$ cat config.mk
export PLATFORM = sky130hd
export DESIGN_NAME = afda_isqrt
export DESIGN_NICKNAME = d
export VERILOG_FILES = /design/src/rtl/afda_isqrt.sv
export SDC_FILE = /design/constraint.sdc
export NUM_CORES = 2
export LEC_CHECK = 0
export BUFFER_PORTS_ARGS = -buffer_cell sky130_fd_sc_hd__buf_4
export CORE_ASPECT_RATIO = 1.4
export CORE_MARGIN = 4
export CORE_UTILIZATION = 65
export DETAILED_ROUTE_END_ITERATION = 8
export PLACE_DENSITY = 0.88
export SKIP_CTS_REPAIR_TIMING = 1
export SLEW_MARGIN = 20
export SYNTH_ARGS = -nofsm -noshare
export SYNTH_HDL_FRONTEND = slang
export SYNTH_SLANG_ARGS = --single-unit
export TNS_END_PERCENT = 10
$ cat constraint.sdc
create_clock -name clk -period 9 [get_ports clk]
set_input_delay 1.35 -clock clk [delete_from_list [all_inputs] [get_ports clk]]
set_output_delay 1.35 -clock clk [all_outputs]
set_load 0.1 [all_outputs]
$ cat src/rtl/afda_isqrt.sv
module afda_isqrt (
  input  logic        clk,
  input  logic        en,
  input  logic [61:0] v_in,
  output logic [30:0] r_out
);
  localparam int STEPS = 31;

  logic [61:0] v_r [STEPS+1];
  logic [61:0] r_r [STEPS+1];

  assign v_r[0] = v_in;
  assign r_r[0] = '0;

  for (genvar i = 0; i < STEPS; i++) begin : g_step
    localparam logic [61:0] BIT = 62'd1 << (2 * (STEPS - 1 - i));
    logic [61:0] v_q, r_q;
    always_ff @(posedge clk) begin
      if (en) begin
        if (v_r[i] >= r_r[i] + BIT) begin
          v_q <= v_r[i] - (r_r[i] + BIT);
          r_q <= (r_r[i] >> 1) + BIT;
        end else begin
          v_q <= v_r[i];
          r_q <= r_r[i] >> 1;
        end
      end
    end
    assign v_r[i+1] = v_q;
    assign r_r[i+1] = r_q;
  end

  assign r_out = r_r[STEPS][30:0];
endmodule

==> reports/summary.md <==
Synthesis produced 8,991 cells. The tools report the global-route wire length before repair as 448,000 µm. The cell that appears most often on the critical path is sky130_fd_sc_hd__nand4b_1. The run gives 0 as the hold violation count in the final report. The run gives 8,673 as the iteration-0 DRC count of the detailed router.

The ratio of cells with drive above 1 in the final layout is 6.95%, and the part of the cycle the worst path needs is 59.0%. Setup violations remaining at the end of the flow were counted as 0. The max-cap check violation count is 0, and the maximum clock path buffer count is 3. The core region is 0.172 mm². The standard cell area after detailed placement was 0.117 mm²; the number of clock sinks seen by CTS was 2,356. The synthesized area is 0.113 mm², and the remaining routing DRC violations is 0. The post-layout minimum cycle time works out to 5310 ps.

Residual antenna-violating net count after detailed routing: 0. 95 I/O pins were placed. The commonest non-fill, non-tap cell in the layout is sky130_fd_sc_hd__edfxtp_1. Of all flip-flops after synthesis, the portion carrying an async set or reset was 0%. The finished cells cover 0.124 mm². The via count of the first global-routing pass came out at 77,800. Setup repair after global routing left no endpoint under its margin. Wires add up to 298,000 µm. The initial cell density of the core is 65.6%. Data required time at the worst endpoint: 9620 ps. The tools report the summed negative setup slack over all endpoints as 0 ps. For the global router's overall resource usage, the log shows 32.4%.

In this run the worst setup path begins at g_step[20].v_q[3]. Dividing the detail-routed wire length by the instance count gives 25.6 µm. The run gives 0.211 mV as the worst supply voltage drop on vdd.

The worst hold path startpoint is g_step[28].r_q[29]. The worst slew slack as a fraction of its limit was 12.2%. STA classifies the critical path endpoint as a flip-flop.

The area growth from synthesis to layout is 9.41%. The classification of the worst setup path is reg2reg. The count of flip-flops with a built-in enable after synthesis was 2,356; the total number of vias was 76,300.

For the layout filler cell count, the log shows 10,300. Along the worst path, the maximum fanout reaches 41. The level count of the clock H-tree was 4. The cell sitting at the root of the clock tree is a sky130_fd_sc_hd__clkbuf_16.

In this run the power density over the cells is 254 mW/mm². In this run the tool buffered the top-level ports with 94 buffer cells. In the layout the commonest cells are sky130_fd_sc_hd__edfxtp_1, sky130_fd_sc_hd__inv_1, sky130_fd_sc_hd__nand2_1. The worst setup path is launched from a flip-flop. The highest cell delay on the worst timing path came out at 1100 ps.

The most frequently used flop master after synthesis was sky130_fd_sc_hd__edfxtp_1. The path class of the tightest hold or removal check is reg2reg. The flop and latch count out of synthesis is 2,356, and the number of buffer and inverter stages on the critical path is 1. In this run the critical register-to-register path is launched from g_step[20].v_q[3]. The slowest cell on the critical path was sky130_fd_sc_hd__nor4_1.

The netlist uses 94 different library cells. For the worst-skew pair, the clock arrives at the later sink with an insertion delay of 920 ps. The signal on the critical path passes through nor4_1 -> nand4b_1 -> nor4_2 -> a211oi_1 -> nand4b_1 -> buf_4 -> o211ai_1 -> or3_1 -> or2_2 -> xnor2_1. The final weighted congestion in routability-driven placement is 1.02, and the placed wire-length estimate after detailed placement is 210,000 µm. The final net count was 9,763; the transition at the pin with the smallest max-transition slack was 1300 ps.

The achievable frequency is 0.188 GHz, and the detailed-router iteration count before antenna repair is 9. For this run the aggregate overflow at the end of global routing stands at 0. Counting every net in the synthesized netlist gives 9,580. Averaged over all synthesized cells, the footprint is 12.6 µm². Entering global routing, the biggest net connects 198 pins. After detailed routing, the number of vias per cell comes to 6.56.

Row generation in the floorplan step produced 180 rows. The run gives 0 as the count of pins over their slew limit. The die covers 0.181 mm². TritonCTS built the clock tree. Clock skew on the completed layout was measured at 109 ps.

After synthesis, flip-flops and latches occupy 62.6% of the total area. The run gives 5920 ps as the endpoint arrival time on the critical path. Floorplan die height: 501 µm. Yosys printed 0 warnings. The tools report the initial antenna violation count as 8. The cell family contributing the most delay on the critical path is simple AND/OR/NAND/NOR gates.

The number of clock buffers added by TritonCTS is 207. In this run the static leakage power is 46.1 nW. The run finished with clean final reports.

The clock-pin slew of the registers on the worst-case setup and hold paths was 70 ps; the die width was 360 µm.
[final cells by class]
class / count / area (µm²) / area share (%)
clock inverter: 151 / 1750 / 1.41
clock buffer: 234 / 5280 / 4.27
multi-input combinational: 5800 / 39300 / 31.8
sequential: 2356 / 70700 / 57.2
antenna: 5 / 12.5 / 0.0101
inverter: 649 / 2440 / 1.97
timing repair buffer: 160 / 1320 / 1.07
tap: 2275 / 2850 / 2.30
[per-layer routing]
metal / GRT usage [%] / share of wire [%] / vias to the layer above
met5: 0 / 0.014 / -
met4: 25.4 / 9.7 / 6
met3: 5.60 / 7.1 / 1482
met2: 62.4 / 54 / 4305
met1: 29.6 / 29 / 36400
li1: - / - / 34000
[path summary, 6_finish.rpt]
check                             to  slack [ps]  cells past startpoint
setup / recovery  g_step[21].v_q[61]        3690                     10
hold / removal    g_step[29].r_q[28]         370                      0
setup reg to reg  g_step[21].v_q[61]        3690                     10
hold reg to reg   g_step[29].r_q[28]         370                      0
[registers in the layout, indices dropped and copies added (netlist names)]
signal	cells
g_step.v_q	1860
g_step.r_q	496
[power breakdown]
group,switching (mW),leakage [nW],internal [mW],total [mW]
registers,1.22,22.7,13.9,15.2
clock network,4.25,3.37,4.96,9.21
logic,4.26,20.1,2.74,7.00
[Yosys cell counts, types with 160 or more instances]
library cell               instances  area (µm²)
sky130_fd_sc_hd__o21ai_0         461        2310
sky130_fd_sc_hd__a21oi_1         512        2560
sky130_fd_sc_hd__edfxtp_1       2356       70700
sky130_fd_sc_hd__nor3_1          222        1110
sky130_fd_sc_hd__nand4_1         160        1000
sky130_fd_sc_hd__inv_1           647        2430
sky130_fd_sc_hd__xor2_1          365        3200
sky130_fd_sc_hd__xnor2_1         457        4000
sky130_fd_sc_hd__nor4_1          319        2000
sky130_fd_sc_hd__nor2_1          574        2150
sky130_fd_sc_hd__nand2_1         607        2280
sky130_fd_sc_hd__a21o_1          203        1520
sky130_fd_sc_hd__ha_1            525        6570
sky130_fd_sc_hd__nand3_1         168         841
[cell families (layout without fill, tap and decap cells)]
logic type	after synthesis	in the layout	share of synthesized area (%)
buffers and inverters	835	1194	2.82
multiplexers	88	88	0.877
flip-flops	2356	2356	62.6
AND/OR/NAND/NOR	2656	2656	12.2
adder cells (fa/ha/maj)	525	525	5.81
AO/OA/AOI/OAI	1709	1709	9.36
other	0	5	0
XOR/XNOR	822	822	6.37
[stage by stage]
stage	util (%)	worst slack [ps]	hold WS [ps]	std cells	power, mW
global route	71.8	3650	362	11600	32.6
floorplan	-	5490	417	8991	19.7
finish	71.8	3690	365	11600	31.4
CTS	71.8	4020	355	11600	31.2
global placement	67.7	4330	425	11200	21.7
detailed placement	67.7	4250	433	11200	22.0
Power figures use the tool's default switching activity.
